===== src/rtl/cie_pkg.sv =====
// ============================================================================
// cie_pkg
// Shared widths, constants, types, a quarter-turn function and elaboration-time
// helpers for the circle involute evaluator.
// ============================================================================
package cie_pkg;

  // Field and datapath widths
  localparam int UW    = 32;   // param_u, Q8.24
  localparam int ORD_W = 6;    // order after clamping, covers MAX_ORDER up to 63
  localparam int CW    = 48;   // CORDIC words, Q.40
  localparam int SCW   = 34;   // sine and cosine, Q.30
  localparam int FW    = 44;   // f and g, Q.30
  localparam int WW    = 48;   // rotated vector, Q.30
  localparam int OW    = 48;   // outputs, Q32.16
  localparam int RW    = 32;   // radius, Q16.16
  localparam int DW    = 32;   // direction, Q2.30
  localparam int CFG_W = 48;   // configuration data width
  localparam int IDX_W = 3;    // configuration index width

  localparam logic signed [63:0] HALF_PI_Q52     = 64'sd7074237752028440;
  localparam logic signed [63:0] QUARTER_PI_Q52  = 64'sd3537118876014220;
  localparam logic [31:0]        TWO_OVER_PI_Q32 = 32'd2734261102;
  localparam logic signed [CW-1:0] CORDIC_GAIN_Q40 = 48'sd667681663044;

  // Configuration register indexes
  typedef enum logic [IDX_W-1:0] {
    REG_RADIUS   = 3'd0,
    REG_ORIGIN_X = 3'd1,
    REG_ORIGIN_Y = 3'd2,
    REG_DIR_COS  = 3'd3,
    REG_DIR_SIN  = 3'd4
  } cie_reg_e;

  // Side data that travels with each transaction
  typedef struct packed {
    logic signed [UW-1:0] u;
    logic [ORD_W-1:0]     n;
    logic [1:0]           q;
  } cie_tag_t;

  // One result
  typedef struct packed {
    logic signed [OW-1:0] x;
    logic signed [OW-1:0] y;
    logic                 sat;
  } cie_res_t;

  typedef struct packed {
    logic signed [SCW-1:0] s;
    logic signed [SCW-1:0] c;
  } cie_sc_t;

  // Rotate (sin, cos) by m quarter turns
  function automatic cie_sc_t cie_quarter(input logic signed [SCW-1:0] s0,
                                          input logic signed [SCW-1:0] c0,
                                          input logic [1:0] m);
    cie_sc_t r;
    case (m)
      2'd0: begin
        r.s = s0;  r.c = c0;
      end
      2'd1: begin
        r.s = c0;  r.c = -s0;
      end
      2'd2: begin
        r.s = -s0; r.c = -c0;
      end
      default: begin
        r.s = -c0; r.c = s0;
      end
    endcase
    return r;
  endfunction

  // Restoring division, used at elaboration only
  function automatic logic [63:0] cie_udiv(input logic [63:0] num,
                                           input logic [63:0] den);
    logic [63:0] quo;
    logic [63:0] rem;
    quo = '0;
    rem = '0;
    for (int b = 63; b >= 0; b--) begin
      rem = {rem[62:0], num[b]};
      if (rem >= den) begin
        rem    = rem - den;
        quo[b] = 1'b1;
      end
    end
    return quo;
  endfunction

  // atan(2^-i) in Q.40: pi/4 from HALF_PI_Q52 for i = 0, else a series summed in Q.60, then rounded
  function automatic logic signed [CW-1:0] cie_atan_q40(input int i);
    logic signed [63:0] sum;
    logic signed [63:0] term;
    logic signed [63:0] rnd;
    int e;
    sum = '0;
    rnd = '0;
    if (i == 0) begin
      rnd = (HALF_PI_Q52 + 64'sd4096) >>> 13;
    end else begin
      for (int k = 0; k < 32; k++) begin
        e = 60 - i * (2 * k + 1);
        if (e >= 0) begin
          term = $signed(cie_udiv(64'd1 << e, 64'(2 * k + 1)));
          sum  = k[0] ? (sum - term) : (sum + term);
        end
      end
      rnd = (sum + 64'sd524288) >>> 20;
    end
    return rnd[CW-1:0];
  endfunction

endpackage


===== src/rtl/cie_reduce.sv =====
// ============================================================================
// cie_reduce
// Three-stage range reduction: quadrant estimate by reciprocal multiply,
// remainder, one-step correction and rounding to the CORDIC angle.
// ============================================================================
module cie_reduce import cie_pkg::*; #(
  parameter int MAX_ORDER = 15
) (
  input  logic                 clk_i,
  input  logic                 rst_ni,
  input  logic                 en_i,
  input  logic                 valid_i,
  input  logic signed [UW-1:0] u_i,
  input  logic [3:0]           order_i,
  output logic                 valid_o,
  output logic signed [CW-1:0] z_o,
  output cie_tag_t             tag_o
);

  logic                 v1_q, v2_q, v3_q;
  logic signed [UW-1:0] u1_q, u2_q;
  logic [ORD_W-1:0]     n1_q, n2_q;
  logic signed [64:0]   prod_d, prod_q;
  logic [ORD_W-1:0]     n_d;
  logic signed [64:0]   q0_full;
  logic signed [8:0]    q0_d, q0_q;
  logic signed [63:0]   t_d, r0_d, r0_q;
  logic signed [63:0]   r_d;
  logic signed [8:0]    q_d;
  logic signed [63:0]   zr_d;
  logic signed [CW-1:0] z_q;
  cie_tag_t             tag_q;

  // Clamp the order and estimate u * 2/pi
  assign n_d    = (ORD_W'(order_i) > ORD_W'(MAX_ORDER)) ? ORD_W'(MAX_ORDER)
                                                        : ORD_W'(order_i);
  assign prod_d = 65'(u_i) * $signed({33'd0, TWO_OVER_PI_Q32});

  // Round the estimate, form the remainder against the shifted parameter
  assign q0_full = (prod_q + (65'sd1 <<< 55)) >>> 56;
  assign q0_d    = q0_full[8:0];
  assign t_d     = (64'(u1_q) <<< 28) + QUARTER_PI_Q52;
  assign r0_d    = t_d - 64'(q0_d) * HALF_PI_Q52;

  // Correct the estimate by one quadrant either way and round to Q.40
  always_comb begin
    if (r0_q < 64'sd0) begin
      q_d = q0_q - 9'sd1;
      r_d = r0_q + HALF_PI_Q52 - QUARTER_PI_Q52;
    end else if (r0_q >= HALF_PI_Q52) begin
      q_d = q0_q + 9'sd1;
      r_d = r0_q - HALF_PI_Q52 - QUARTER_PI_Q52;
    end else begin
      q_d = q0_q;
      r_d = r0_q - QUARTER_PI_Q52;
    end
  end
  assign zr_d = (r_d + 64'sd2048) >>> 12;

  // Valid bits
  always_ff @(posedge clk_i or negedge rst_ni) begin
    if (!rst_ni) begin
      v1_q <= 1'b0;
      v2_q <= 1'b0;
      v3_q <= 1'b0;
    end else if (en_i) begin
      v1_q <= valid_i;
      v2_q <= v1_q;
      v3_q <= v2_q;
    end
  end

  // Payload
  always_ff @(posedge clk_i) begin
    if (en_i) begin
      u1_q    <= u_i;
      n1_q    <= n_d;
      prod_q  <= prod_d;
      u2_q    <= u1_q;
      n2_q    <= n1_q;
      q0_q    <= q0_d;
      r0_q    <= r0_d;
      z_q     <= zr_d[CW-1:0];
      tag_q.u <= u2_q;
      tag_q.n <= n2_q;
      tag_q.q <= q_d[1:0];
    end
  end

  assign valid_o = v3_q;
  assign z_o     = z_q;
  assign tag_o   = tag_q;

endmodule


===== config.mk =====
export PLATFORM = sky130hd
export DESIGN_NAME = cie_reduce
export DESIGN_NICKNAME = d
export VERILOG_FILES = /design/src/rtl/cie_pkg.sv /design/src/rtl/cie_reduce.sv
export SDC_FILE = /design/constraint.sdc
export NUM_CORES = 2
export LEC_CHECK = 0
export BUFFER_PORTS_ARGS = -buffer_cell sky130_fd_sc_hd__buf_4
export CAP_MARGIN = 5
export CORE_ASPECT_RATIO = 0.6
export CORE_MARGIN = 3
export CORE_UTILIZATION = 55
export DETAILED_ROUTE_END_ITERATION = 10
export PLACE_DENSITY = 0.72
export SYNTH_ARGS = -nofsm -noshare
export SYNTH_HDL_FRONTEND = slang
export SYNTH_SLANG_ARGS = --single-unit

===== constraint.sdc =====
create_clock -name clk_i -period 15.8 [get_ports clk_i]
set_input_delay 3.16 -clock clk_i [delete_from_list [all_inputs] [get_ports clk_i]]
set_output_delay 3.16 -clock clk_i [all_outputs]
set_load 0.01 [all_outputs]

==> metrics.yaml <==
job:
  maxCapViolCount: 0
critical_path:
  cp-end-kind: "flop"
  crit_slowest_cell: "xor2_1"
  critical_path_class: "flop to flop"
  r2r_setup_slack_ns: 4.44
  critPathLaunchType: "flop"
  cp.arrival_ns: 11.68
  cp_data_required_time_ns: 16.11
  path_max_fanout: 10
  slowest_delay_ns: 0.88
  cp_common_cell: "ha_1"
cts:
  cts_tree: "built"
  cts_buffers: 23
  clkTransAtPathRegs_ns: 0.07
  htree_levels: 1
  hold_buffers: 0
  cts_setup_buffers: 0
  clkLatencyLatePin_ns: 0.58
  cts_buffer_depth: 3
  cts_resized: 0
  cts_sinks: 234
  root_buffer: "clkbuf_16"
logic_synthesis:
  yosysWarnings: 0
  syn_avg_cell_area_um2: 10.2
  synth_cells: 3843
  synth_seq_cells: 234
  netlist_area_um2: 39400
  seq_area_frac_synth: 0.178
  async_flop_share: 0.0128
  ys.flop_type: "edfxtp_1"
  synth_cell_types: 107
  synth_edf_count: 231
final_layout:
  multiInputGateArea_um2: 29000
  layout_commonest_cell: "inv_1"
  syn2layout_area_growth_pct: 6.70
  final-seq-area_um2: 7010
  final_nets: 5113
  drive_above_1_share: 0.0630
  diodes: 0
  fill_cells: 5892
  utilization: 0.597
  mostFrequentLayoutCells: "inv_1 (782), ha_1 (588), fa_1 (563), edfxtp_1 (231), xnor2_1 (196)"
global_routing:
  grt_max_degree: 84
  antenna_found_initial: 0
  grt-ovfl-total: 0
  grt_usage: 0.286
  grt_pass1_wl_mm: 163
  grt_pass1_vias: 27400
timing:
  finalHoldViolCount: 0
  max_freq_mhz: 88.0
  drv_slew: 0
  skew_ns: 0.0258
  worst_slack_ns: 4.44
  finalCriticalPeriod_ns: 11.36
  setup_tns_ns: 0
  grt_setup_unrepaired: "no"
  slew_headroom: 0.0711
  finalCritPeriodShare: 0.719
  worst_pin_slew_ns: 1.36
  setup_viol: 0
placement:
  dp_slack_ns: 4.39
  port_buffers: 126
  routabilityCongestion: 1.01
  hpwl_mm: 87.3
routing:
  remaining_drc_errors: 0
  wl_per_cell_um: 21.3
  drt_iter0_markers: 2793
  drtPass1Iterations: 6
  antenna_left: 0
  vias_per_cell: 5.79
  vias: 28100
  finalWirelength_mm: 104
die:
  die_h_um: 213
  dieArea_um2: 74900
  die_w_um: 351
  rows: 75
  pin_count: 129
  coreArea_um2: 70400
  start_util: 0.559
status:
  status: "completed"
min_path:
  hp-class: "flop to flop"
## per-stage QoR
step	std cells	cell area (µm²)	hold WS, ns
finish	4862	42000	0.418
global route	4862	42000	0.426
CTS	4862	42000	0.419
detailed placement	4821	41200	0.405
global placement	4821	41200	0.401
floorplan	3844	39400	0.400
## state kept, by name, summed over array words and instances, names as in the netlist
| name | count |
|---|---|
| valid_o | 1 |
| z_o | 48 |
| u2_q | 32 |
| r0_q | 61 |
| u1_q | 32 |
| n1_q | 4 |
| v1_q | 1 |
| n2_q | 4 |
| prod_q | 10 |
| q0_q | 2 |
| v2_q | 1 |
| tag_o | 38 |
## synthesized netlist by cell type, drive strengths merged (13+ instances only)
library cell	n	area, µm²
edfxtp	231	6940
nand2b	27	169
clkbuf	54	203
nand4	26	163
a21o	96	721
and3	27	175
nor3	52	287
nor2	140	528
o211ai	23	178
inv	783	2940
nand2	135	507
o21bai	22	165
nand3	67	335
a31oi	29	196
and4	17	149
xnor2	196	1720
nor2b	24	150
and2	16	100
a211oi	16	125
or2	14	87.6
o31ai	13	103
a21oi	190	970
xor2	84	736
nor4	22	144
o21ai	114	578
o22ai	15	100
or3	21	136
ha	588	7360
a31o	13	114
buf	37	196
mux2i	14	140
fa	563	11300
## cells by family (layout without fill, tap and decap cells)
family                   Yosys count  in the layout  share of synthesized area
multiplexers                      18             18                    0.00470
adder cells (fa/ha/maj)         1151           1151                      0.473
AND/OR/NAND/NOR                  618            618                     0.0817
XOR/XNOR                         280            280                     0.0623
other                              1              2                  0.0000952
buffers and inverters            877            971                     0.0851
flip-flops                       234            234                      0.178
AO/OA/AOI/OAI                    664            664                      0.115
## per-layer routing
metal  vias to the layer above  GRT usage  wire [µm]
li1                      13100          -          -
met1                     13700      0.468      51200
met2                      1274      0.344      36400
met3                        62      0.129      15100
met4                         2     0.0256        979
met5                         -    0.00893         90
## path summary, 6_finish.rpt
kind,startpoint,endpoint,depth (start not counted)
worst max-delay path,prod_q[56],r0_q[59],38
worst min-delay path,n2_q[2],tag_o[4],0
worst max register to register,prod_q[56],r0_q[59],38
worst min register to register,n2_q[2],tag_o[4],0
max in group asynchronous,rst_ni,valid_o,1
min in group asynchronous,rst_ni,v2_q,1
## layout make-up
class / count / share of cell area
Sequential cell: 234 / 0.167
Multi-Input combinational cell: 2733 / 0.691
Tap cell: 924 / 0.0275
Timing Repair Buffer: 144 / 0.0259
Clock inverter: 17 / 0.00491
Inverter: 786 / 0.0702
Clock buffer: 24 / 0.0138
## worst max-delay path: cells and delay by family (launching register included)
kind            cells  cell delay (ns)
simple gates        7             1.42
buf+inv             3             0.39
flops               1             0.39
fa+ha+maj           9             3.59
compound gates     16             4.15
xor+xnor            3             1.15
Power is not shown: default switching activity piles up to over one toggle a cycle in this logic, so the estimate is an artifact.
