### src/rtl/cie_pkg.sv
// ============================================================================
// cie_pkg
// Shared widths, constants, types, a quarter-turn function and elaboration-time
// helpers for the circle involute evaluator.
// ============================================================================
package cie_pkg;

  // Field and datapath widths
  localparam int UW    = 32;   // param_u, Q8.24
  localparam int ORD_W = 6;    // order after clamping, covers MAX_ORDER up to 63
  localparam int CW    = 48;   // CORDIC words, Q.40
  localparam int SCW   = 34;   // sine and cosine, Q.30
  localparam int FW    = 44;   // f and g, Q.30
  localparam int WW    = 48;   // rotated vector, Q.30
  localparam int OW    = 48;   // outputs, Q32.16
  localparam int RW    = 32;   // radius, Q16.16
  localparam int DW    = 32;   // direction, Q2.30
  localparam int CFG_W = 48;   // configuration data width
  localparam int IDX_W = 3;    // configuration index width

  localparam logic signed [63:0] HALF_PI_Q52     = 64'sd7074237752028440;
  localparam logic signed [63:0] QUARTER_PI_Q52  = 64'sd3537118876014220;
  localparam logic [31:0]        TWO_OVER_PI_Q32 = 32'd2734261102;
  localparam logic signed [CW-1:0] CORDIC_GAIN_Q40 = 48'sd667681663044;

  // Configuration register indexes
  typedef enum logic [IDX_W-1:0] {
    REG_RADIUS   = 3'd0,
    REG_ORIGIN_X = 3'd1,
    REG_ORIGIN_Y = 3'd2,
    REG_DIR_COS  = 3'd3,
    REG_DIR_SIN  = 3'd4
  } cie_reg_e;

  // Side data that travels with each transaction
  typedef struct packed {
    logic signed [UW-1:0] u;
    logic [ORD_W-1:0]     n;
    logic [1:0]           q;
  } cie_tag_t;

  // One result
  typedef struct packed {
    logic signed [OW-1:0] x;
    logic signed [OW-1:0] y;
    logic                 sat;
  } cie_res_t;

  typedef struct packed {
    logic signed [SCW-1:0] s;
    logic signed [SCW-1:0] c;
  } cie_sc_t;

  // Rotate (sin, cos) by m quarter turns
  function automatic cie_sc_t cie_quarter(input logic signed [SCW-1:0] s0,
                                          input logic signed [SCW-1:0] c0,
                                          input logic [1:0] m);
    cie_sc_t r;
    case (m)
      2'd0: begin
        r.s = s0;  r.c = c0;
      end
      2'd1: begin
        r.s = c0;  r.c = -s0;
      end
      2'd2: begin
        r.s = -s0; r.c = -c0;
      end
      default: begin
        r.s = -c0; r.c = s0;
      end
    endcase
    return r;
  endfunction

  // Restoring division, used at elaboration only
  function automatic logic [63:0] cie_udiv(input logic [63:0] num,
                                           input logic [63:0] den);
    logic [63:0] quo;
    logic [63:0] rem;
    quo = '0;
    rem = '0;
    for (int b = 63; b >= 0; b--) begin
      rem = {rem[62:0], num[b]};
      if (rem >= den) begin
        rem    = rem - den;
        quo[b] = 1'b1;
      end
    end
    return quo;
  endfunction

  // atan(2^-i) in Q.40: pi/4 from HALF_PI_Q52 for i = 0, else a series summed in Q.60, then rounded
  function automatic logic signed [CW-1:0] cie_atan_q40(input int i);
    logic signed [63:0] sum;
    logic signed [63:0] term;
    logic signed [63:0] rnd;
    int e;
    sum = '0;
    rnd = '0;
    if (i == 0) begin
      rnd = (HALF_PI_Q52 + 64'sd4096) >>> 13;
    end else begin
      for (int k = 0; k < 32; k++) begin
        e = 60 - i * (2 * k + 1);
        if (e >= 0) begin
          term = $signed(cie_udiv(64'd1 << e, 64'(2 * k + 1)));
          sum  = k[0] ? (sum - term) : (sum + term);
        end
      end
      rnd = (sum + 64'sd524288) >>> 20;
    end
    return rnd[CW-1:0];
  endfunction

endpackage

### src/rtl/cie_outbuf.sv
// ============================================================================
// cie_outbuf
// Two-entry output buffer: an output register and a skid register, so that
// the pipeline keeps moving while a result waits.
// ============================================================================
module cie_outbuf import cie_pkg::*; (
  input  logic     clk_i,
  input  logic     rst_ni,
  input  logic     push_i,
  input  cie_res_t res_i,
  output logic     ready_o,
  output logic     out_valid_o,
  input  logic     out_stall_i,
  output cie_res_t res_o
);

  logic     out_v_q, skid_v_q;
  cie_res_t out_q, skid_q;
  logic     pop;

  assign pop     = out_v_q & ~out_stall_i;
  assign ready_o = ~skid_v_q;

  // Occupancy
  always_ff @(posedge clk_i or negedge rst_ni) begin
    if (!rst_ni) begin
      out_v_q  <= 1'b0;
      skid_v_q <= 1'b0;
    end else if (pop) begin
      if (skid_v_q) begin
        skid_v_q <= push_i;
      end else begin
        out_v_q  <= push_i;
      end
    end else if (push_i) begin
      if (out_v_q) begin
        skid_v_q <= 1'b1;
      end else begin
        out_v_q  <= 1'b1;
      end
    end
  end

  // Data movement
  always_ff @(posedge clk_i) begin
    if (pop && skid_v_q) begin
      out_q <= skid_q;
      if (push_i) begin
        skid_q <= res_i;
      end
    end else if (push_i) begin
      if (out_v_q && !pop) begin
        skid_q <= res_i;
      end else begin
        out_q  <= res_i;
      end
    end
  end

  assign out_valid_o = out_v_q;
  assign res_o       = out_q;

  a_skid_needs_head: assert property (@(posedge clk_i) disable iff (!rst_ni)
    skid_v_q |-> out_v_q)
    else $error("skid entry held without a head entry");

  a_no_push_when_full: assert property (@(posedge clk_i) disable iff (!rst_ni)
    skid_v_q |-> !push_i)
    else $error("transaction pushed into a full output buffer");

  a_stalled_head_kept: assert property (@(posedge clk_i) disable iff (!rst_ni)
    (out_v_q && out_stall_i) |=> (out_v_q && $stable(out_q)))
    else $error("stalled result lost or changed");

endmodule

### config.mk
export PLATFORM = sky130hd
export DESIGN_NAME = cie_outbuf
export DESIGN_NICKNAME = d
export VERILOG_FILES = /design/src/rtl/cie_pkg.sv /design/src/rtl/cie_outbuf.sv
export SDC_FILE = /design/constraint.sdc
export NUM_CORES = 1
export LEC_CHECK = 0
export BUFFER_PORTS_ARGS = -buffer_cell sky130_fd_sc_hd__buf_2
export CAP_MARGIN = 25
export CORE_MARGIN = 1
export CORE_UTILIZATION = 50
export DETAILED_ROUTE_END_ITERATION = 6
export GPL_TIMING_DRIVEN = 0
export PLACE_DENSITY = 0.78
export SETUP_SLACK_MARGIN = 0.3
export SKIP_CTS_REPAIR_TIMING = 1
export SYNTH_ARGS = -nofsm -noshare
export SYNTH_HDL_FRONTEND = slang
export SYNTH_SLANG_ARGS = --single-unit
### constraint.sdc
create_clock -name clk_i -period 7.6 [get_ports clk_i]
set_clock_uncertainty 0.2 [all_clocks]
set_input_delay 0.38 -clock clk_i [delete_from_list [all_inputs] [get_ports clk_i]]
set_output_delay 0.38 -clock clk_i [all_outputs]
set_load 0.005 [all_outputs]
==> flow_metrics.tcl, run 1 <==
set metrics [dict create \
    status "completed" \
    htreeDepth 4 \
    setup_violations 0 \
    pwr-share-seq_pct 53.1 \
    dieArea_sq_mm 0.01492 \
    peakVddDrop_mv 0.1783 \
    cp.arrival_ns 2.29 \
    rows 43 \
    drtIter0Drc 242 \
    gp_congestion 0.7336 \
    portBuffers 199 \
    max_freq_ghz 0.4231 \
    grt_usage_pct 18.43 \
    max_slew_margin_pct 55.64 \
    async_flop_share_pct 1.020 \
    post-route-min-period_ns 2.363 \
    first_pass_iters 6 \
    synth-edff-count 194 \
    total_power_uw 2564 \
    synthTopCellsByCount "edfxtp_1, mux2_2, mux2_4, buf_2, buf_6" \
    place_hpwl_um 9205 \
    syn_nets 416 \
    num_antenna_cells 0 \
    hold_viol 0 \
    p_leak_uw 0.004054 \
    clk_latency_ns 0.43 \
    cts_tree "yes" \
    cp_max_fo 29 \
    synthCells 315 \
    drc 0 \
    switchingPower_uw 600.8 \
    clock-sinks 196 \
    core_area_sq_mm 0.01399 \
    antenna_left 0 \
    die_w_um 122.2 \
    syn2layout_area_growth_pct 40.80 \
    power_frac_clock_pct 33.0 \
    rsz0062_at_grt "no" \
    clockRootBuffer "clkbuf_16" \
    worst_hold_slack_ns 0.03774 \
    power.density_mw_per_mm2 252.3 \
    fin_tns_setup_ns 0 \
    avgSynthCellArea_sq_um 22.91 \
    initial_core_util_pct 51.60 \
    finalCritPeriodShare_pct 31.10 \
    grt_pass1_vias 3936 \
    hold_path.class "primary input to flop" \
    pwr-share-comb_pct 14.0 \
    wire_per_inst_um 18.11 \
    crit_path_end_kind "flop" \
    finalInstanceArea_sq_mm 0.01016 \
    dpl_cell_area_sq_mm 0.008628 \
    clkTransAtPathRegs_ns 0.07 \
    worst-slew-pin-transition_ns 0.6638 \
    finalMaxSlewViolations 0 \
    max-cap-violations 0 \
    power.internal_uw 1963 \
    grt_pass1_wl_um 20070 \
    cts_buffer_depth 2 \
    pin_count 200 \
    worstPathRequired_ns 7.53 \
    synth_area_sq_mm 0.007218 \
    yosysSeqAreaShare_pct 81.40 \
    hold_depth 3 \
    synth_area_leaders "edfxtp_1, mux2_2, mux2_4, dfrtp_1, buf_6" \
    synth-main-ff-cell "edfxtp_1" \
    synth_area_leader_cell "edfxtp_1" \
    grt-ovfl-total 0 \
    drt-vias-per-instance 4.925 \
    synthDistinctLibCells 14 \
    synth-seq-cells 196 \
    dieHeight_um 122.2 \
    crit_type "flop to flop" \
    drive_gt1_share_pct 53.46 \
    vias 4093 \
    yosys_warnings 0 \
    grt_max_degree 30 \
    wirelength_um 15050 \
    cts_buffers 17 \
    r2r_cells 4 \
    cp-start-kind "flop" \
    post-synth-top-count-cell "edfxtp_1" \
    antenna_found_initial 0 \
    nNetsFinal 739 \
    power_switching_share_pct 23.43 \
    synth_top_area_share_pct 80.71 \
]
## power groups by stage
stage	combinational, uW	clock [uW]	sequential [uW]
CTS	320	863	1360
global placement	279	0	1410
floorplan	146	0	1410
finish	358	845	1360
global route	388	899	1370
detailed placement	319	0	1380
## metrics by stage
stage,worst slack [ns],std cells,utilization [%]
after floorplan,1.597,315,-
final,5.237,831,72.66
after detailed placement,5.294,701,61.68
after CTS,5.277,733,65.64
after global placement,-0.6328,694,60.33
after global routing,5.100,831,72.66
## layer usage
layer	GRT usage, %	share of wire (%)
met2	29.20	50
met5	0	0
met1	21.07	41
met3	8.848	7.6
met4	8.537	2.3
## registers in the layout (all words and copies together) (netlist names)
register,count
res_o,97
skid_q,97
out_valid_o,1
skid_v_q,1
## kinds of logic (layout without fill, tap and decap cells)
kind of cell,count (synthesis),after routing,share of synthesized area (%)
flops,196,196,81.40
mux,97,97,16.69
buf+inv,13,349,1.196
compound gates,5,5,0.3639
simple gates,4,4,0.3466
## critical path, cell delays in order (launching register included)
cell and delay (ns):
dfrtp_1 0.51, o21ai_0 0.25, nor2_4 0.57, buf_12 0.28
buf_12 0.22
## worst paths after layout
path	start	end	slack [ns]
worst min-delay path	push_i	out_valid_o	0.04
min in group asynchronous	rst_ni	out_valid_o	0.07
worst max-delay path	out_valid_o	skid_q[4]	5.24
worst min register to register	skid_q[82]	res_o[82]	0.34
worst max register to register	out_valid_o	skid_q[4]	5.24
max in group asynchronous	rst_ni	skid_v_q	7.04
## final cells by class
cell class                 instances  area (sq um)
tap                              180         225.2
buffer                            10         75.07
multi-input combinational        106          1275
fill                             853          3825
clock inverter                    14         115.1
sequential                       196          5876
inverter                           3         11.26
timing repair buffer             304          2147
clock buffer                      18         439.2
## cell usage in the layout (no fill, tap or decap), drive strengths merged
cell type / n
nand2: 1
mux2: 97
buf: 216
dlygate4sd3: 98
nor2: 1
a21oi: 3
dfrtp: 2
nor2b: 1
o22ai: 1
nand3b: 1
clkbuf: 18
o21ai: 1
inv: 11
clkinv: 5
clkinvlp: 1
edfxtp: 194
No activity file was read; power rests on OpenSTA's default activity.
==> inputs of run 2 (changes only) <==
--- a/config.mk
+++ b/config.mk
@@ -5,13 +5,14 @@
 export SDC_FILE = /design/constraint.sdc
 export NUM_CORES = 1
 export LEC_CHECK = 0
+export ABC_AREA = 1
 export BUFFER_PORTS_ARGS = -buffer_cell sky130_fd_sc_hd__buf_2
 export CAP_MARGIN = 25
 export CORE_MARGIN = 1
 export CORE_UTILIZATION = 50
 export DETAILED_ROUTE_END_ITERATION = 6
 export GPL_TIMING_DRIVEN = 0
-export PLACE_DENSITY = 0.78
+export PLACE_DENSITY = 0.77
 export SETUP_SLACK_MARGIN = 0.3
 export SKIP_CTS_REPAIR_TIMING = 1
 export SYNTH_ARGS = -nofsm -noshare
==> constraint.sdc (replaced) <==
create_clock -name clk_i -period 2.3 [get_ports clk_i]
set_clock_uncertainty 0.2 [all_clocks]
set_input_delay 0.115 -clock clk_i [delete_from_list [all_inputs] [get_ports clk_i]]
set_output_delay 0.115 -clock clk_i [all_outputs]
set_load 0.005 [all_outputs]
==> run 2 against run 1 <==
- flip-flop and latch count is the same
- critical path depth grew 3
- final area grew 3.1%
- final cell count grew 29%
- die area grew 3.8%
- power grew to 3.3 times the previous value
- worst hold slack gained 0.11 ns
- maximum frequency grew 14%
- synthesized cell count grew 73%
- utilization shrank 0.80 points
- non-clock buffer count grew 35
- area after synthesis grew 3.9%
- critical endpoint is now skid_q[6]
- largest cell class unchanged
- highest routed layer unchanged
==> flow_metrics.tcl, run 2 <==
set metrics [dict create \
    status "completed" \
    htreeDepth 4 \
    grt_max_degree 98 \
    max-cap-violations 0 \
    cts_tree "yes" \
    vias 5773 \
    dieArea_sq_mm 0.01549 \
    hold_path.class "primary input to flop" \
    antenna_left 0 \
    grt_use_met3_pct 5.885 \
    hold_depth 6 \
    grt_pass1_wl_um 26640 \
    crit_type "flop to flop" \
    cts_buffers 17 \
    synth-edff-count 194 \
    crit_buf_inv 4 \
    r2r_slack_ns 0.22 \
    dpl_cell_area_sq_mm 0.008798 \
    async_flop_share_pct 1.020 \
    p_leak_uw 0.004430 \
    rsz0062_at_grt "yes" \
    yosysSeqAreaShare_pct 78.37 \
    grt_pass1_vias 5205 \
    wire_per_inst_um 18.21 \
    drtIter0Drc 514 \
    synth-seq-cells 196 \
    finalInstanceArea_sq_mm 0.01048 \
    finalMaxSlewViolations 0 \
    finalCritPeriodShare_pct 90.28 \
    final_util_pct 71.85 \
    synth_top_area_share_pct 77.70 \
    post-synth-top-count-cell "nand2_1" \
    gp_congestion 0.7688 \
    nNetsFinal 975 \
    post-route-min-period_ns 2.077 \
    grt_usage_pct 22.22 \
    layout_setup_ws_ns 0.2235 \
    cp.arrival_ns 2.01 \
    core_area_sq_mm 0.01459 \
    place_hpwl_um 11090 \
    cp-start-kind "flop" \
    layout_common_cells "buf_2, nand2_1, edfxtp_1, dlygate4sd3_1, nand4_1" \
    clock-sinks 196 \
    portBuffers 199 \
    cts_buffer_depth 2 \
    synth-main-ff-cell "edfxtp_1" \
    max_freq_ghz 0.4816 \
    cpPeakStageDelay_ns 0.40 \
    synthDistinctLibCells 13 \
    antenna_found_initial 0 \
    total_power_uw 8526 \
    pin_count 200 \
    rr_endpoint "skid_q[6]" \
    dieHeight_um 124.5 \
    wirelength_um 19520 \
    synth_area_leaders "edfxtp_1, nand2_1, nand4_1, buf_2, dfrtp_1" \
    grt.busiest_layer "met2" \
    final_common_cell "buf_2" \
    die_w_um 124.5 \
    cpMostUsedCell "nand2_1" \
    power.density_mw_per_mm2 813.4 \
    worst-slew-pin-transition_ns 0.4735 \
    cp_max_fo 22 \
    crit_chain "clkbuf_4 -> nand2_1 -> nand2_1 -> nand2_2 -> clkinvlp_4 -> buf_12 -> clkbuf_16" \
    worstHoldStart "out_stall_i" \
    syn2layout_area_growth_pct 39.82 \
    grt_use_met2_pct 34.51 \
    r2r_cells 7 \
    drive_gt1_share_pct 31.12 \
    synth_area_sq_mm 0.007497 \
    crit_path_end_kind "flop" \
    setup_violations 0 \
    worstPathRequired_ns 2.23 \
    worst_hold_slack_ns 0.1505 \
    drt-vias-per-instance 5.385 \
    grt-ovfl-total 0 \
    hold_viol 0 \
    crit_family "buffers and inverters" \
    yosys_warnings 0 \
    met1_usage_pct 29.17 \
    place_ws_ns -0.1301 \
    clockRootBuffer "clkbuf_16" \
    syn_nets 646 \
    initial_core_util_pct 51.39 \
    first_pass_iters 5 \
    peakVddDrop_mv 0.5682 \
    max_slew_margin_pct 68.44 \
    synth_area_leader_cell "edfxtp_1" \
    r2r-start "out_valid_o" \
    synthCells 545 \
    rows 44 \
    clkTransAtPathRegs_ns 0.07 \
    drc 0 \
    min_to "skid_v_q" \
    synthTopCellsByCount "nand2_1, edfxtp_1, nand4_1, buf_2, clkbuf_1" \
    slowest_stage "dfrtp_1" \
    avgSynthCellArea_sq_um 13.76 \
    clk_latency_ns 0.42 \
]
run 2: cell count changes after synthesis, moves of 3 or more:
cell and delta:
nand2_1 +202, nand4_1 +97, mux2_2 -67, mux2_4 -30
buf_2 +21, clkbuf_1 +8, a21oi_1 -3, buf_4 +3
run 2: area by class of cell:
| class | count | area (sq um) |
|---|---|---|
| tap | 184 | 230.2 |
| buffer | 42 | 231.5 |
| clock buffer | 17 | 425.4 |
| clock inverter | 15 | 93.84 |
| antenna | 1 | 2.502 |
| timing repair buffer | 307 | 2132 |
| sequential | 196 | 5876 |
| multi-input combinational | 306 | 1473 |
| inverter | 4 | 18.77 |
| fill | 914 | 4106 |
run 2: tightest hold or removal path, delay by kind of cell:
family,cells,cell delay [ns]
AND/OR/NAND/NOR,3,0.18
buffers and inverters,3,0.43
run 2: metal layers:
metal	wire length [um]	share of wire, %
met2	9838	50
met1	7767	40
met5	0	0
met3	1240	6.4
met4	676	3.5
run 2: stage by stage:
step                setup TNS [ns]  std cells
global route                     0       1071
global placement           -116.61        928
floorplan                   -52.71        545
finish                           0       1072
detailed placement          -12.77        930
CTS                         -6.145        962
run 2: worst max-delay path by stage:
stage / from / to / cells past startpoint
after floorplan: skid_v_q / skid_q[0] / 6
after global placement: skid_v_q / skid_q[48] / 6
after detailed placement: out_valid_o / skid_q[41] / 7
after CTS: out_valid_o / skid_q[43] / 7
after global routing: out_valid_o / skid_q[31] / 7
final: out_valid_o / skid_q[6] / 7
run 2: cells by family (layout without fill, tap and decap cells):
logic type	Yosys count	in the layout	share of synthesized area, %
buffers and inverters	46	385	3.104
DFF	196	196	78.37
other	0	1	0
and+or+nand+nor	303	306	18.52
run 2: where the power goes:
group	total (uW)	switching, uW	internal (uW)
clock network	2620	1260	1370
registers	4530	104	4420
logic	1380	825	553
