--- config.mk ---
export PLATFORM = sky130hd
export DESIGN_NAME = cie_eval
export DESIGN_NICKNAME = d
export VERILOG_FILES = /design/src/rtl/cie_pkg.sv /design/src/rtl/cie_eval.sv
export SDC_FILE = /design/constraint.sdc
export NUM_CORES = 1
export LEC_CHECK = 0
export BUFFER_PORTS_ARGS = -buffer_cell sky130_fd_sc_hd__buf_4
export CAP_MARGIN = 25
export CORE_AREA = 2 2 167 169
export CTS_CLUSTER_DIAMETER = 120
export CTS_CLUSTER_SIZE = 40
export DETAILED_ROUTE_END_ITERATION = 12
export DIE_AREA = 0 0 169 171
export PLACE_DENSITY = 0.3
export REMOVE_ABC_BUFFERS = 1
export SLEW_MARGIN = 15
export SYNTH_ARGS = -nofsm -noshare
export SYNTH_HDL_FRONTEND = slang
export SYNTH_SLANG_ARGS = --single-unit
--- constraint.sdc ---
create_clock -name clk_i -period 1 [get_ports clk_i]
set_input_delay 0.15 -clock clk_i [delete_from_list [all_inputs] [get_ports clk_i]]
set_output_delay 0.15 -clock clk_i [all_outputs]
set_load 0.01 [all_outputs]
--- src/rtl/cie_pkg.sv ---
// ============================================================================
// cie_pkg
// Shared widths, constants, types, a quarter-turn function and elaboration-time
// helpers for the circle involute evaluator.
// ============================================================================
package cie_pkg;

  // Field and datapath widths
  localparam int UW    = 32;   // param_u, Q8.24
  localparam int ORD_W = 6;    // order after clamping, covers MAX_ORDER up to 63
  localparam int CW    = 48;   // CORDIC words, Q.40
  localparam int SCW   = 34;   // sine and cosine, Q.30
  localparam int FW    = 44;   // f and g, Q.30
  localparam int WW    = 48;   // rotated vector, Q.30
  localparam int OW    = 48;   // outputs, Q32.16
  localparam int RW    = 32;   // radius, Q16.16
  localparam int DW    = 32;   // direction, Q2.30
  localparam int CFG_W = 48;   // configuration data width
  localparam int IDX_W = 3;    // configuration index width

  localparam logic signed [63:0] HALF_PI_Q52     = 64'sd7074237752028440;
  localparam logic signed [63:0] QUARTER_PI_Q52  = 64'sd3537118876014220;
  localparam logic [31:0]        TWO_OVER_PI_Q32 = 32'd2734261102;
  localparam logic signed [CW-1:0] CORDIC_GAIN_Q40 = 48'sd667681663044;

  // Configuration register indexes
  typedef enum logic [IDX_W-1:0] {
    REG_RADIUS   = 3'd0,
    REG_ORIGIN_X = 3'd1,
    REG_ORIGIN_Y = 3'd2,
    REG_DIR_COS  = 3'd3,
    REG_DIR_SIN  = 3'd4
  } cie_reg_e;

  // Side data that travels with each transaction
  typedef struct packed {
    logic signed [UW-1:0] u;
    logic [ORD_W-1:0]     n;
    logic [1:0]           q;
  } cie_tag_t;

  // One result
  typedef struct packed {
    logic signed [OW-1:0] x;
    logic signed [OW-1:0] y;
    logic                 sat;
  } cie_res_t;

  typedef struct packed {
    logic signed [SCW-1:0] s;
    logic signed [SCW-1:0] c;
  } cie_sc_t;

  // Rotate (sin, cos) by m quarter turns
  function automatic cie_sc_t cie_quarter(input logic signed [SCW-1:0] s0,
                                          input logic signed [SCW-1:0] c0,
                                          input logic [1:0] m);
    cie_sc_t r;
    case (m)
      2'd0: begin
        r.s = s0;  r.c = c0;
      end
      2'd1: begin
        r.s = c0;  r.c = -s0;
      end
      2'd2: begin
        r.s = -s0; r.c = -c0;
      end
      default: begin
        r.s = -c0; r.c = s0;
      end
    endcase
    return r;
  endfunction

  // Restoring division, used at elaboration only
  function automatic logic [63:0] cie_udiv(input logic [63:0] num,
                                           input logic [63:0] den);
    logic [63:0] quo;
    logic [63:0] rem;
    quo = '0;
    rem = '0;
    for (int b = 63; b >= 0; b--) begin
      rem = {rem[62:0], num[b]};
      if (rem >= den) begin
        rem    = rem - den;
        quo[b] = 1'b1;
      end
    end
    return quo;
  endfunction

  // atan(2^-i) in Q.40: pi/4 from HALF_PI_Q52 for i = 0, else a series summed in Q.60, then rounded
  function automatic logic signed [CW-1:0] cie_atan_q40(input int i);
    logic signed [63:0] sum;
    logic signed [63:0] term;
    logic signed [63:0] rnd;
    int e;
    sum = '0;
    rnd = '0;
    if (i == 0) begin
      rnd = (HALF_PI_Q52 + 64'sd4096) >>> 13;
    end else begin
      for (int k = 0; k < 32; k++) begin
        e = 60 - i * (2 * k + 1);
        if (e >= 0) begin
          term = $signed(cie_udiv(64'd1 << e, 64'(2 * k + 1)));
          sum  = k[0] ? (sum - term) : (sum + term);
        end
      end
      rnd = (sum + 64'sd524288) >>> 20;
    end
    return rnd[CW-1:0];
  endfunction

endpackage

--- src/rtl/cie_eval.sv ---
// ============================================================================
// cie_eval
// Seven-stage evaluation: quarter-turn shifts, involute terms f and g,
// rotation into the frame, radius scaling, origin and saturation.
// ============================================================================
module cie_eval import cie_pkg::*; (
  input  logic                 clk_i,
  input  logic                 rst_ni,
  input  logic                 en_i,
  input  logic                 valid_i,
  input  logic signed [CW-1:0] x_i,
  input  logic signed [CW-1:0] y_i,
  input  cie_tag_t             tag_i,
  input  logic [RW-1:0]        radius_i,
  input  logic signed [OW-1:0] origin_x_i,
  input  logic signed [OW-1:0] origin_y_i,
  input  logic signed [DW-1:0] dir_cos_i,
  input  logic signed [DW-1:0] dir_sin_i,
  output logic                 valid_o,
  output cie_res_t             res_o
);

  localparam int PW  = UW + SCW;          // u * sin
  localparam int NW  = ORD_W + 1 + SCW;   // n * sin
  localparam int SW  = PW + 2;            // f, g sums
  localparam int MW  = FW + DW;           // f * dir
  localparam int HW  = FW - 16 + DW;      // upper part of f times dir
  localparam int LW  = 17 + DW;           // lower 16 bits of f times dir
  localparam int XW  = RW + 1 + WW;       // radius * w
  localparam int RHW = RW + 1 + WW - 16;  // radius times upper part of w
  localparam int RLW = RW + 1 + 17;       // radius times lower 16 bits of w
  localparam int TW  = OW + 4;            // scaled result plus origin

  localparam logic signed [TW-1:0] SAT_HI = TW'((64'sd1 <<< (OW - 1)) - 64'sd1);
  localparam logic signed [TW-1:0] SAT_LO = -TW'(64'sd1 <<< (OW - 1));

  logic [7:1] v_q;

  // Stage 1: sin and cos to Q.30, quarter shifts
  logic signed [CW-1:0]  s0_w, c0_w;
  logic [1:0]            qb_d;
  cie_sc_t               scn_d, sc1_d, scn1_q, sc11_q;
  cie_tag_t              tag1_q;
  assign s0_w  = (y_i + CW'(512)) >>> 10;
  assign c0_w  = (x_i + CW'(512)) >>> 10;
  assign qb_d  = tag_i.q + tag_i.n[1:0];
  assign scn_d = cie_quarter(s0_w[SCW-1:0], c0_w[SCW-1:0], qb_d);
  assign sc1_d = cie_quarter(s0_w[SCW-1:0], c0_w[SCW-1:0], qb_d + 2'd3);

  // Stage 2: products with u and n
  logic signed [PW-1:0]  pus_q, puc_q;
  logic signed [NW-1:0]  ns1_q, nc1_q;
  cie_sc_t               scn2_q;
  cie_tag_t              tag2_q;

  // Stage 3: f and g
  logic signed [SW-1:0]  f_sum, g_sum;
  logic signed [FW-1:0]  f_q, g_q;
  cie_tag_t              tag3_q;
  assign f_sum = (SW'(scn2_q.c) <<< 24) + SW'(pus_q) + (SW'(ns1_q) <<< 24)
               + (SW'(1) <<< 23);
  assign g_sum = (SW'(scn2_q.s) <<< 24) - SW'(puc_q) - (SW'(nc1_q) <<< 24)
               + (SW'(1) <<< 23);

  // Stage 4: partial products with the direction, split at bit 16 of f and g
  logic signed [HW-1:0]  pfch_q, pgsh_q, pfsh_q, pgch_q;
  logic signed [LW-1:0]  pfcl_q, pgsl_q, pfsl_q, pgcl_q;
  cie_tag_t              tag4_q;

  // Stage 5: combine the partial products, rotated vector
  logic signed [MW-1:0]  pfc_w, pgs_w, pfs_w, pgc_w;
  logic signed [MW:0]    wx_sum, wy_sum;
  logic signed [WW-1:0]  wx_q, wy_q;
  cie_tag_t              tag5_q;
  assign pfc_w  = (MW'(pfch_q) <<< 16) + MW'(pfcl_q);
  assign pgs_w  = (MW'(pgsh_q) <<< 16) + MW'(pgsl_q);
  assign pfs_w  = (MW'(pfsh_q) <<< 16) + MW'(pfsl_q);
  assign pgc_w  = (MW'(pgch_q) <<< 16) + MW'(pgcl_q);
  assign wx_sum = (MW+1)'(pfc_w) - (MW+1)'(pgs_w) + ((MW+1)'(1) <<< 29);
  assign wy_sum = (MW+1)'(pfs_w) + (MW+1)'(pgc_w) + ((MW+1)'(1) <<< 29);

  // Stage 6: partial radius products, split at bit 16 of the vector
  logic signed [RHW-1:0] pxh_q, pyh_q;
  logic signed [RLW-1:0] pxl_q, pyl_q;
  logic                  pnt6_q;

  // Stage 7: combine, round, add origin on the point, saturate
  logic signed [XW-1:0]  px_w, py_w;
  logic signed [XW-1:0]  tx_r, ty_r;
  logic signed [TW-1:0]  tx_d, ty_d;
  logic                  satx, saty;
  cie_res_t              res_d, res_q;
  assign px_w = (XW'(pxh_q) <<< 16) + XW'(pxl_q);
  assign py_w = (XW'(pyh_q) <<< 16) + XW'(pyl_q);
  assign tx_r = (px_w + (XW'(1) <<< 29)) >>> 30;
  assign ty_r = (py_w + (XW'(1) <<< 29)) >>> 30;
  assign tx_d = tx_r[TW-1:0] + (pnt6_q ? TW'(origin_x_i) : TW'(0));
  assign ty_d = ty_r[TW-1:0] + (pnt6_q ? TW'(origin_y_i) : TW'(0));
  assign satx = (tx_d > SAT_HI) || (tx_d < SAT_LO);
  assign saty = (ty_d > SAT_HI) || (ty_d < SAT_LO);

  always_comb begin
    res_d.x   = satx ? ((tx_d > SAT_HI) ? SAT_HI[OW-1:0] : SAT_LO[OW-1:0])
                     : tx_d[OW-1:0];
    res_d.y   = saty ? ((ty_d > SAT_HI) ? SAT_HI[OW-1:0] : SAT_LO[OW-1:0])
                     : ty_d[OW-1:0];
    res_d.sat = satx | saty;
  end

  // Advance valid bits
  always_ff @(posedge clk_i or negedge rst_ni) begin
    if (!rst_ni) begin
      v_q <= '0;
    end else if (en_i) begin
      v_q <= {v_q[6:1], valid_i};
    end
  end

  // Advance payload
  always_ff @(posedge clk_i) begin
    if (en_i) begin
      scn1_q <= scn_d;
      sc11_q <= sc1_d;
      tag1_q <= tag_i;

      pus_q  <= PW'(tag1_q.u) * PW'(scn1_q.s);
      puc_q  <= PW'(tag1_q.u) * PW'(scn1_q.c);
      ns1_q  <= NW'($signed({1'b0, tag1_q.n})) * NW'(sc11_q.s);
      nc1_q  <= NW'($signed({1'b0, tag1_q.n})) * NW'(sc11_q.c);
      scn2_q <= scn1_q;
      tag2_q <= tag1_q;

      f_q    <= f_sum[FW+23:24];
      g_q    <= g_sum[FW+23:24];
      tag3_q <= tag2_q;

      pfch_q <= HW'($signed(f_q[FW-1:16])) * HW'(dir_cos_i);
      pgsh_q <= HW'($signed(g_q[FW-1:16])) * HW'(dir_sin_i);
      pfsh_q <= HW'($signed(f_q[FW-1:16])) * HW'(dir_sin_i);
      pgch_q <= HW'($signed(g_q[FW-1:16])) * HW'(dir_cos_i);
      pfcl_q <= LW'($signed({1'b0, f_q[15:0]})) * LW'(dir_cos_i);
      pgsl_q <= LW'($signed({1'b0, g_q[15:0]})) * LW'(dir_sin_i);
      pfsl_q <= LW'($signed({1'b0, f_q[15:0]})) * LW'(dir_sin_i);
      pgcl_q <= LW'($signed({1'b0, g_q[15:0]})) * LW'(dir_cos_i);
      tag4_q <= tag3_q;

      wx_q   <= wx_sum[WW+29:30];
      wy_q   <= wy_sum[WW+29:30];
      tag5_q <= tag4_q;

      pxh_q  <= RHW'($signed({1'b0, radius_i})) * RHW'($signed(wx_q[WW-1:16]));
      pyh_q  <= RHW'($signed({1'b0, radius_i})) * RHW'($signed(wy_q[WW-1:16]));
      pxl_q  <= RLW'($signed({1'b0, radius_i})) * RLW'($signed({1'b0, wx_q[15:0]}));
      pyl_q  <= RLW'($signed({1'b0, radius_i})) * RLW'($signed({1'b0, wy_q[15:0]}));
      pnt6_q <= (tag5_q.n == '0);

      res_q  <= res_d;
    end
  end

  assign valid_o = v_q[7];
  assign res_o   = res_q;

endmodule

==> impl_metrics.env, run 1 <==
export IMPL_post_cts_buffers=0
export IMPL_track_usage=0.006866
export IMPL_area_delta_synth_final_pct=16.87
export IMPL_fp_dieW_um=169
export IMPL_hold_viol=0
export IMPL_syn_area_um2=1023
export IMPL_max_stage_delay_ns=0.37
export IMPL_post_route_period_util=0.8935
export IMPL_setup_tns_ns=0
export IMPL_vias=421
export IMPL_path_class="flip-flop to primary output"
export IMPL_startpoint_type="flip-flop"
export IMPL_drv_slew=0
export IMPL_cts_sink_count=7
export IMPL_endpoint_kind="primary output"
export IMPL_status="finished, final reports clean"
export IMPL_syn_inst=113
export IMPL_pin_count=430
export IMPL_synth_seq_cells=7
export IMPL_syn_area_per_cell_um2=9.057
export IMPL_fin_skew_ns=0.0009356
export IMPL_critPathSlowestCell="dfrtp_1"
export IMPL_drt_iter0_markers=10
export IMPL_hp_class="input pin to flip-flop"
export IMPL_htree_levels=1
export IMPL_arrival_ns=0.74
export IMPL_path_clk_slew_ns=0.04
export IMPL_cap_violations=0
export IMPL_worstRegToRegCells=1
export IMPL_insertion_delay_ns=0.23
export IMPL_reg_top3="v_q x7"
export IMPL_antennaDiodeCount=0
export IMPL_p_leak_nw=0.5160
export IMPL_path_delay_family="flip-flops"
export IMPL_drtAntennaViolNets=0
export IMPL_cp_max_fo=2
export IMPL_nets=453
export IMPL_cts_made_buffers=3
export IMPL_tritoncts="done"
export IMPL_crit_path_start="v_q[7]"
export IMPL_grt_max_degree=8
export IMPL_routed_wl_um=1019
export IMPL_die_y_um=171
export IMPL_die_area_um2=28900
export IMPL_gp_congestion=0.4962
export IMPL_final_common_cell="conb_1"
export IMPL_worstPathRequired_ns=0.85
export IMPL_p_total_mw=1.394
export IMPL_worst_path_stages=1
export IMPL_rows=61
export IMPL_r2r_end="v_q[5]"
export IMPL_cts_buffer_depth=2
export IMPL_largest_register="v_q"
export IMPL_finalSetupViolations=0
export IMPL_drcViolationCount=0
export IMPL_rr_startpoint="v_q[5]"
export IMPL_final_cell_mix="conb_1 (97), mux2_4 (7), dfrtp_1 (7)"
export IMPL_r2r_slack_ns=0.24
export IMPL_antenna_found_initial=1
export IMPL_gr_total_overflow=0
export IMPL_min_period_ns=0.8935
export IMPL_drive_above_1_share=0.1167
export IMPL_critPathBufInv=1
export IMPL_grt_first_pass_wirelength_um=1186
export IMPL_yosysWarnings=0
export IMPL_largest_reg_flops=7
export IMPL_power_density_nw_per_um2=1165
export IMPL_ir_drop_uv=614.6
export IMPL_timing_fmax_mhz=1119
export IMPL_synth_seq_area_share=0.1711
export IMPL_fp_coreArea_um2=27320
export IMPL_hpwl_um=934.8
export IMPL_drt_pass1_iterations=2
export IMPL_grt_pass1_vias=197
export IMPL_wl_per_cell_um=2.187
export IMPL_viasPerCell=0.9034
export IMPL_crit_path_end="valid_o"
export IMPL_port_buffers=4
export IMPL_cts_root_buf="clkbuf_16"
export IMPL_initial_utilization=0.03746
export IMPL_worstPathCellList="buf_4"
export IMPL_yosysUniqueCellTypes=5
export IMPL_rsz0062_at_grt="no"
==> layout make-up <==
cell class              count  area (µm²)
clock buffers               4       78.83
fillers                  3229       26130
multi-input cells         104       469.2
flip-flops and latches      7       175.2
well taps                 346       432.9
repair buffers              5       40.04
==> where the power goes <==
group	internal, mW	total [mW]	leakage (nW)	switching, mW
combinational	0.122	0.330	0.395	0.208
clock	0.529	0.669	0.0382	0.140
sequential	0.355	0.394	0.0826	0.0397
==> routing by layer <==
layer | routed length (µm) | track usage
met5 | 13 | 0
met4 | 63 | 0.01003
met3 | 390 | 0.008096
met2 | 251 | 0.006415
met1 | 300 | 0.005842
==> cells in the mapped netlist <==
cell type	number	share of area
buf_4	97	0.71
dfrtp_1	7	0.17
mux2_4	7	0.10
buf_6	1	0.011
conb_1	1	0.0037
==> what timing repair did <==
item / 4_1_cts / 5_1_grt
resized for setup: 0 / 0
hold buffers: 1 / 0
hold endpoints to repair: 7 / 0
==> how the worst min path moves through the flow <==
stage | startpoint | end | cells past startpoint
6_report | valid_i | v_q[1] | 2
5_1_grt | valid_i | v_q[1] | 2
4_1_cts | valid_i | v_q[1] | 2
3_5_place_dp | rst_ni | v_q[7] | 1
3_3_place_gp | rst_ni | v_q[7] | 1
2_1_floorplan | rst_ni | v_q[1] | 0
==> cell families after synthesis <==
family,count (synthesis),share of synthesized area
multiplexers,7,0.1027
other,1,0.003664
buffers and inverters,98,0.7225
flip-flops,7,0.1712
==> per-stage QoR <==
step	worst slack, ns	hold WS (ns)	area [µm²]	std cells	utilization
6_report	0.1065	0.1523	1196	466	0.04378
5_1_grt	0.08583	0.1520	1196	466	0.04378
4_1_cts	0.1013	0.1509	1196	466	0.04378
3_5_place_dp	0.2404	-0.02921	1107	461	0.04053
3_3_place_gp	0.2436	-0.02893	1107	461	0.04053
2_1_floorplan	0.2207	-0.1456	644.4	111	-
Power figures use the tool's default switching activity.
==> run 2: changes to the inputs <==
--- a/config.mk
+++ b/config.mk
@@ -7,13 +7,17 @@
 export LEC_CHECK = 0
 export BUFFER_PORTS_ARGS = -buffer_cell sky130_fd_sc_hd__buf_4
 export CAP_MARGIN = 25
-export CORE_AREA = 2 2 167 169
+export CELL_PAD_IN_SITES_DETAIL_PLACEMENT = 1
+export CELL_PAD_IN_SITES_GLOBAL_PLACEMENT = 1
+export CORE_AREA = 2 2 166 168
 export CTS_CLUSTER_DIAMETER = 120
 export CTS_CLUSTER_SIZE = 40
 export DETAILED_ROUTE_END_ITERATION = 12
-export DIE_AREA = 0 0 169 171
-export PLACE_DENSITY = 0.3
+export DIE_AREA = 0 0 168 170
+export PLACE_DENSITY = 0.53
+export RECOVER_POWER = 100
 export REMOVE_ABC_BUFFERS = 1
+export SETUP_SLACK_MARGIN = 0.5
 export SLEW_MARGIN = 15
 export SYNTH_ARGS = -nofsm -noshare
 export SYNTH_HDL_FRONTEND = slang
==> impl_metrics.env, run 2 (synthesis gave the netlist of run 1 again) <==
export IMPL_clkPwrFrac=0.506
export IMPL_seqPwrFrac=0.294
export IMPL_dpl_worst_slack_ns=0.2337
export IMPL_path_delay_family="flip-flops"
export IMPL_port_buffers=4
export IMPL_area_delta_synth_final_pct=13.20
export IMPL_path_clk_slew_ns=0.03
export IMPL_viasPerCell=0.9113
export IMPL_max_stage_delay_ns=0.37
export IMPL_critPathBufInv=1
export IMPL_worstPathCellList="clkbuf_1"
export IMPL_final_common_cell="conb_1"
export IMPL_min_period_ns=0.8703
export IMPL_drive_above_1_share=0.04167
export IMPL_gp_congestion=0.5223
export IMPL_stdcell_area_um2=1159
export IMPL_vias=421
export IMPL_p_int_mw=0.9359
export IMPL_drv_slew=0
export IMPL_ir_drop_uv=515.1
export IMPL_post_cts_buffers=0
export IMPL_gr_total_overflow=0
export IMPL_final_cell_mix="conb_1 (97), mux2_1 (7), dfrtp_1 (7)"
export IMPL_cts_made_buffers=3
export IMPL_die_y_um=170
export IMPL_cp_max_fo=2
export IMPL_status="finished, final reports clean"
export IMPL_grt_max_degree=8
export IMPL_tritoncts="done"
export IMPL_pin_count=430
export IMPL_rsz0062_at_grt="yes"
export IMPL_drt_iter0_markers=5
export IMPL_drcViolationCount=0
export IMPL_hp_class="input pin to flip-flop"
export IMPL_htree_levels=1
export IMPL_switching_share=0.2883
export IMPL_hold_viol=0
export IMPL_routed_wl_um=1065
export IMPL_largest_register="v_q"
export IMPL_track_usage=0.005784
export IMPL_power_density_nw_per_um2=1135
export IMPL_cts_sink_count=7
export IMPL_hpwl_um=941.5
export IMPL_insertion_delay_ns=0.23
export IMPL_grt_first_pass_wirelength_um=1173
export IMPL_cts_root_buf="clkbuf_16"
export IMPL_fp_dieW_um=168
export IMPL_rows=60
export IMPL_p_leak_nw=0.4803
export IMPL_drt_pass1_iterations=4
export IMPL_worstPathRequired_ns=0.85
export IMPL_wl_per_cell_um=2.305
export IMPL_post_route_period_util=0.8703
export IMPL_timing_fmax_mhz=1149
export IMPL_p_switching_mw=0.3791
export IMPL_cap_violations=0
export IMPL_finalSetupViolations=0
export IMPL_path_class="flip-flop to primary output"
export IMPL_drtAntennaViolNets=0
export IMPL_endpoint_kind="primary output"
export IMPL_fp_coreArea_um2=26650
export IMPL_place_area_um2=1101
export IMPL_grt_pass1_vias=236
export IMPL_arrival_ns=0.72
export IMPL_nets=453
export IMPL_initial_utilization=0.03840
export IMPL_largest_reg_flops=7
export IMPL_setup_tns_ns=0
export IMPL_fin_skew_ns=0.0007079
export IMPL_die_area_um2=28560
export IMPL_power_frac_comb=0.200
export IMPL_startpoint_type="flip-flop"
export IMPL_layout_setup_ws_ns=0.1297
export IMPL_antenna_found_initial=1
export IMPL_cts_buffer_depth=2
export IMPL_reg_top3="v_q x7"
export IMPL_critPathSlowestCell="dfrtp_1"
==> run 2: layer usage <==
layer,global-route usage,vias up,wire length [µm]
met5,0,-,0
met4,0.001134,0,0
met2,0.007725,86,330
met1,0.004621,170,307
li1,-,165,-
met3,0.008837,0,427
==> run 2: what timing repair did <==
action,in CTS,in global routing
setup endpoints to repair,8,8
hold endpoints to repair,7,0
hold buffers,1,0
resized for setup,1,0
==> run 2: area by class of cell <==
| type | count | area (µm²) |
|---|---|---|
| diodes | 1 | 2.502 |
| clock buffers | 4 | 78.83 |
| fillers | 3205 | 25490 |
| multi-input cells | 104 | 442.9 |
| flip-flops and latches | 7 | 175.2 |
| well taps | 341 | 426.7 |
| repair buffers | 5 | 32.53 |
==> run 2: worst paths after layout <==
kind,start,end,slack (ns),cells after the start
min in group asynchronous,rst_ni,v_q[3],0.36,2
min reg2reg,v_q[5],v_q[5],0.48,1
min,valid_i,v_q[1],0.14,2
max reg2reg,v_q[2],v_q[3],0.20,1
max in group asynchronous,rst_ni,v_q[4],0.37,2
max,v_q[7],valid_o,0.13,1
==> run 2: power by group through the flow <==
stage | Sequential (mW) | Clock (mW) | Combinational, mW
2_1_floorplan | 0.393 | 0 | 0.262
3_3_place_gp | 0.393 | 0 | 0.317
3_5_place_dp | 0.398 | 0 | 0.323
4_1_cts | 0.400 | 0.683 | 0.339
5_1_grt | 0.397 | 0.713 | 0.293
6_report | 0.386 | 0.666 | 0.263
==> run 2: per-stage QoR <==
step	power (mW)	hold slack, ns	util	instances
floorplan	0.6557	-0.1456	-	111
global placement	0.7096	-0.03613	0.04131	456
detailed placement	0.7209	-0.03302	0.04131	456
CTS	1.421	0.1617	0.04479	461
global route	1.403	0.1624	0.04338	461
finish	1.315	0.1420	0.04347	462
==> run 3: changes to the inputs <==
--- a/config.mk
+++ b/config.mk
@@ -14,10 +14,10 @@
 export CTS_CLUSTER_SIZE = 40
 export DETAILED_ROUTE_END_ITERATION = 12
 export DIE_AREA = 0 0 168 170
-export PLACE_DENSITY = 0.53
+export PLACE_DENSITY_LB_ADDON = 0.1
 export RECOVER_POWER = 100
 export REMOVE_ABC_BUFFERS = 1
-export SETUP_SLACK_MARGIN = 0.5
+export SETUP_SLACK_MARGIN = 0.05
 export SLEW_MARGIN = 15
 export SYNTH_ARGS = -nofsm -noshare
 export SYNTH_HDL_FRONTEND = slang
==> constraint.sdc (replaced) <==
create_clock -name clk_i -period 0.9 [get_ports clk_i]
set_input_delay 0.135 -clock clk_i [delete_from_list [all_inputs] [get_ports clk_i]]
set_output_delay 0.135 -clock clk_i [all_outputs]
set_load 0.01 [all_outputs]
==> impl_metrics.env, run 3 (synthesis gave the netlist of run 1 again) <==
export IMPL_finalSetupViolations=0
export IMPL_grt_max_degree=8
export IMPL_stdcell_area_um2=1164
export IMPL_r2r_slack_ns=0.11
export IMPL_drtAntennaViolNets=0
export IMPL_drt_pass1_iterations=2
export IMPL_p_total_mw=1.518
export IMPL_worstPathRequired_ns=0.76
export IMPL_drive_above_1_share=0.05000
export IMPL_endpoint_kind="primary output"
export IMPL_final_cell_mix="conb_1 (97), mux2_1 (7), dfrtp_1 (7)"
export IMPL_drv_slew=0
export IMPL_path_delay_family="flip-flops"
export IMPL_post_route_period_util=0.9666
export IMPL_die_area_um2=28560
export IMPL_fin_skew_ns=0.001308
export IMPL_tritoncts="done"
export IMPL_rr_startpoint="v_q[2]"
export IMPL_ir_drop_uv=634.7
export IMPL_path_clk_slew_ns=0.04
export IMPL_max_stage_delay_ns=0.38
export IMPL_place_area_um2=1101
export IMPL_hp_class="input pin to flip-flop"
export IMPL_p_leak_nw=0.4852
export IMPL_setup_tns_ns=0
export IMPL_r2r_end="v_q[3]"
export IMPL_worstRegToRegCells=1
export IMPL_worstPathCellList="buf_6"
export IMPL_pin_count=430
export IMPL_path_class="flip-flop to primary output"
export IMPL_power_density_nw_per_um2=1304
export IMPL_die_y_um=170
export IMPL_grt_first_pass_wirelength_um=1110
export IMPL_arrival_ns=0.73
export IMPL_crit_path_end="valid_o"
export IMPL_critPathSlowestCell="dfrtp_1"
export IMPL_use_met2=0.004312
export IMPL_area_delta_synth_final_pct=13.69
export IMPL_post_cts_buffers=0
export IMPL_fp_coreArea_um2=26650
export IMPL_routed_wl_um=1144
export IMPL_gr_total_overflow=0
export IMPL_regArea_um2=175.2
export IMPL_crit_path_start="v_q[7]"
export IMPL_grt_util_met3=0.01000
export IMPL_fp_dieW_um=168
export IMPL_rows=60
export IMPL_cts_root_buf="clkbuf_16"
export IMPL_cts_buffer_depth=2
export IMPL_min_from="valid_i"
export IMPL_fillerInstances=3196
export IMPL_final_common_cell="conb_1"
export IMPL_grtUsageMet1=0.007142
export IMPL_status="finished, final reports clean"
export IMPL_largest_reg_flops=7
export IMPL_multi_input_area_um2=442.9
export IMPL_htree_levels=1
export IMPL_hpwl_um=1047
export IMPL_drt_iter0_markers=13
export IMPL_nets=453
export IMPL_cp_max_fo=2
export IMPL_drcViolationCount=0
export IMPL_antenna_found_initial=0
export IMPL_gp_congestion=0.5435
export IMPL_insertion_delay_ns=0.23
export IMPL_timing_fmax_mhz=1150
export IMPL_grt_busiest_layer="met3"
export IMPL_vias=417
export IMPL_largest_register="v_q"
export IMPL_cts_sink_count=7
export IMPL_cap_violations=0
export IMPL_min_period_ns=0.8699
export IMPL_worst_path_stages=1
export IMPL_startpoint_type="flip-flop"
export IMPL_critPathBufInv=1
export IMPL_hold_viol=0
export IMPL_reg_top3="v_q x7"
export IMPL_rsz0062_at_grt="yes"
export IMPL_grt_pass1_vias=171
export IMPL_cts_made_buffers=3
export IMPL_viasPerCell=0.9046
export IMPL_track_usage=0.005982
export IMPL_antennaDiodeCount=0
export IMPL_initial_utilization=0.03840
export IMPL_port_buffers=4
export IMPL_wl_per_cell_um=2.482
run 3: how the worst min path moves through the flow:
stage | endpoint | slack [ns] | depth (start not counted)
after floorplan | v_q[1] | -0.16 | 0
after global placement | v_q[7] | -0.04 | 1
after detailed placement | v_q[7] | -0.04 | 1
after CTS | v_q[1] | 0.13 | 2
after global routing | v_q[1] | 0.13 | 2
final | v_q[1] | 0.13 | 2
run 3: timing repair:
item,CTS,global route
hold buffers,1,0
setup endpoints to repair,1,1
hold endpoints to repair,7,0
resized for setup,1,0
run 3: layout make-up:
cell class / count / share of cell area
Clock buffer: 4 / 0.06774
Multi-Input combinational cell: 104 / 0.3806
Sequential cell: 7 / 0.1505
Tap cell: 341 / 0.3667
Timing Repair Buffer: 5 / 0.03441
run 3: metal layers:
metal | vias up | wire [µm]
met2 | 90 | 274
met3 | 0 | 422
met4 | 0 | 0
li1 | 166 | -
met1 | 161 | 447
met5 | - | 0
run 3: per-stage QoR:
stage               hold slack, ns  cells  worst slack [ns]  utilization
global route                0.1309    461           0.02012      0.04366
floorplan                  -0.1606    111            0.1207            -
CTS                         0.1339    461           0.02091      0.04479
detailed placement        -0.04051    456            0.1442      0.04131
finish                      0.1289    461           0.03010      0.04366
global placement          -0.04326    456            0.1546      0.04131
run 3: where the power goes:
group	leakage (nW)	switching (mW)	total, mW	internal (mW)
combinational	0.364	0.236	0.319	0.0827
sequential	0.0826	0.0423	0.436	0.394
clock	0.0382	0.173	0.763	0.590
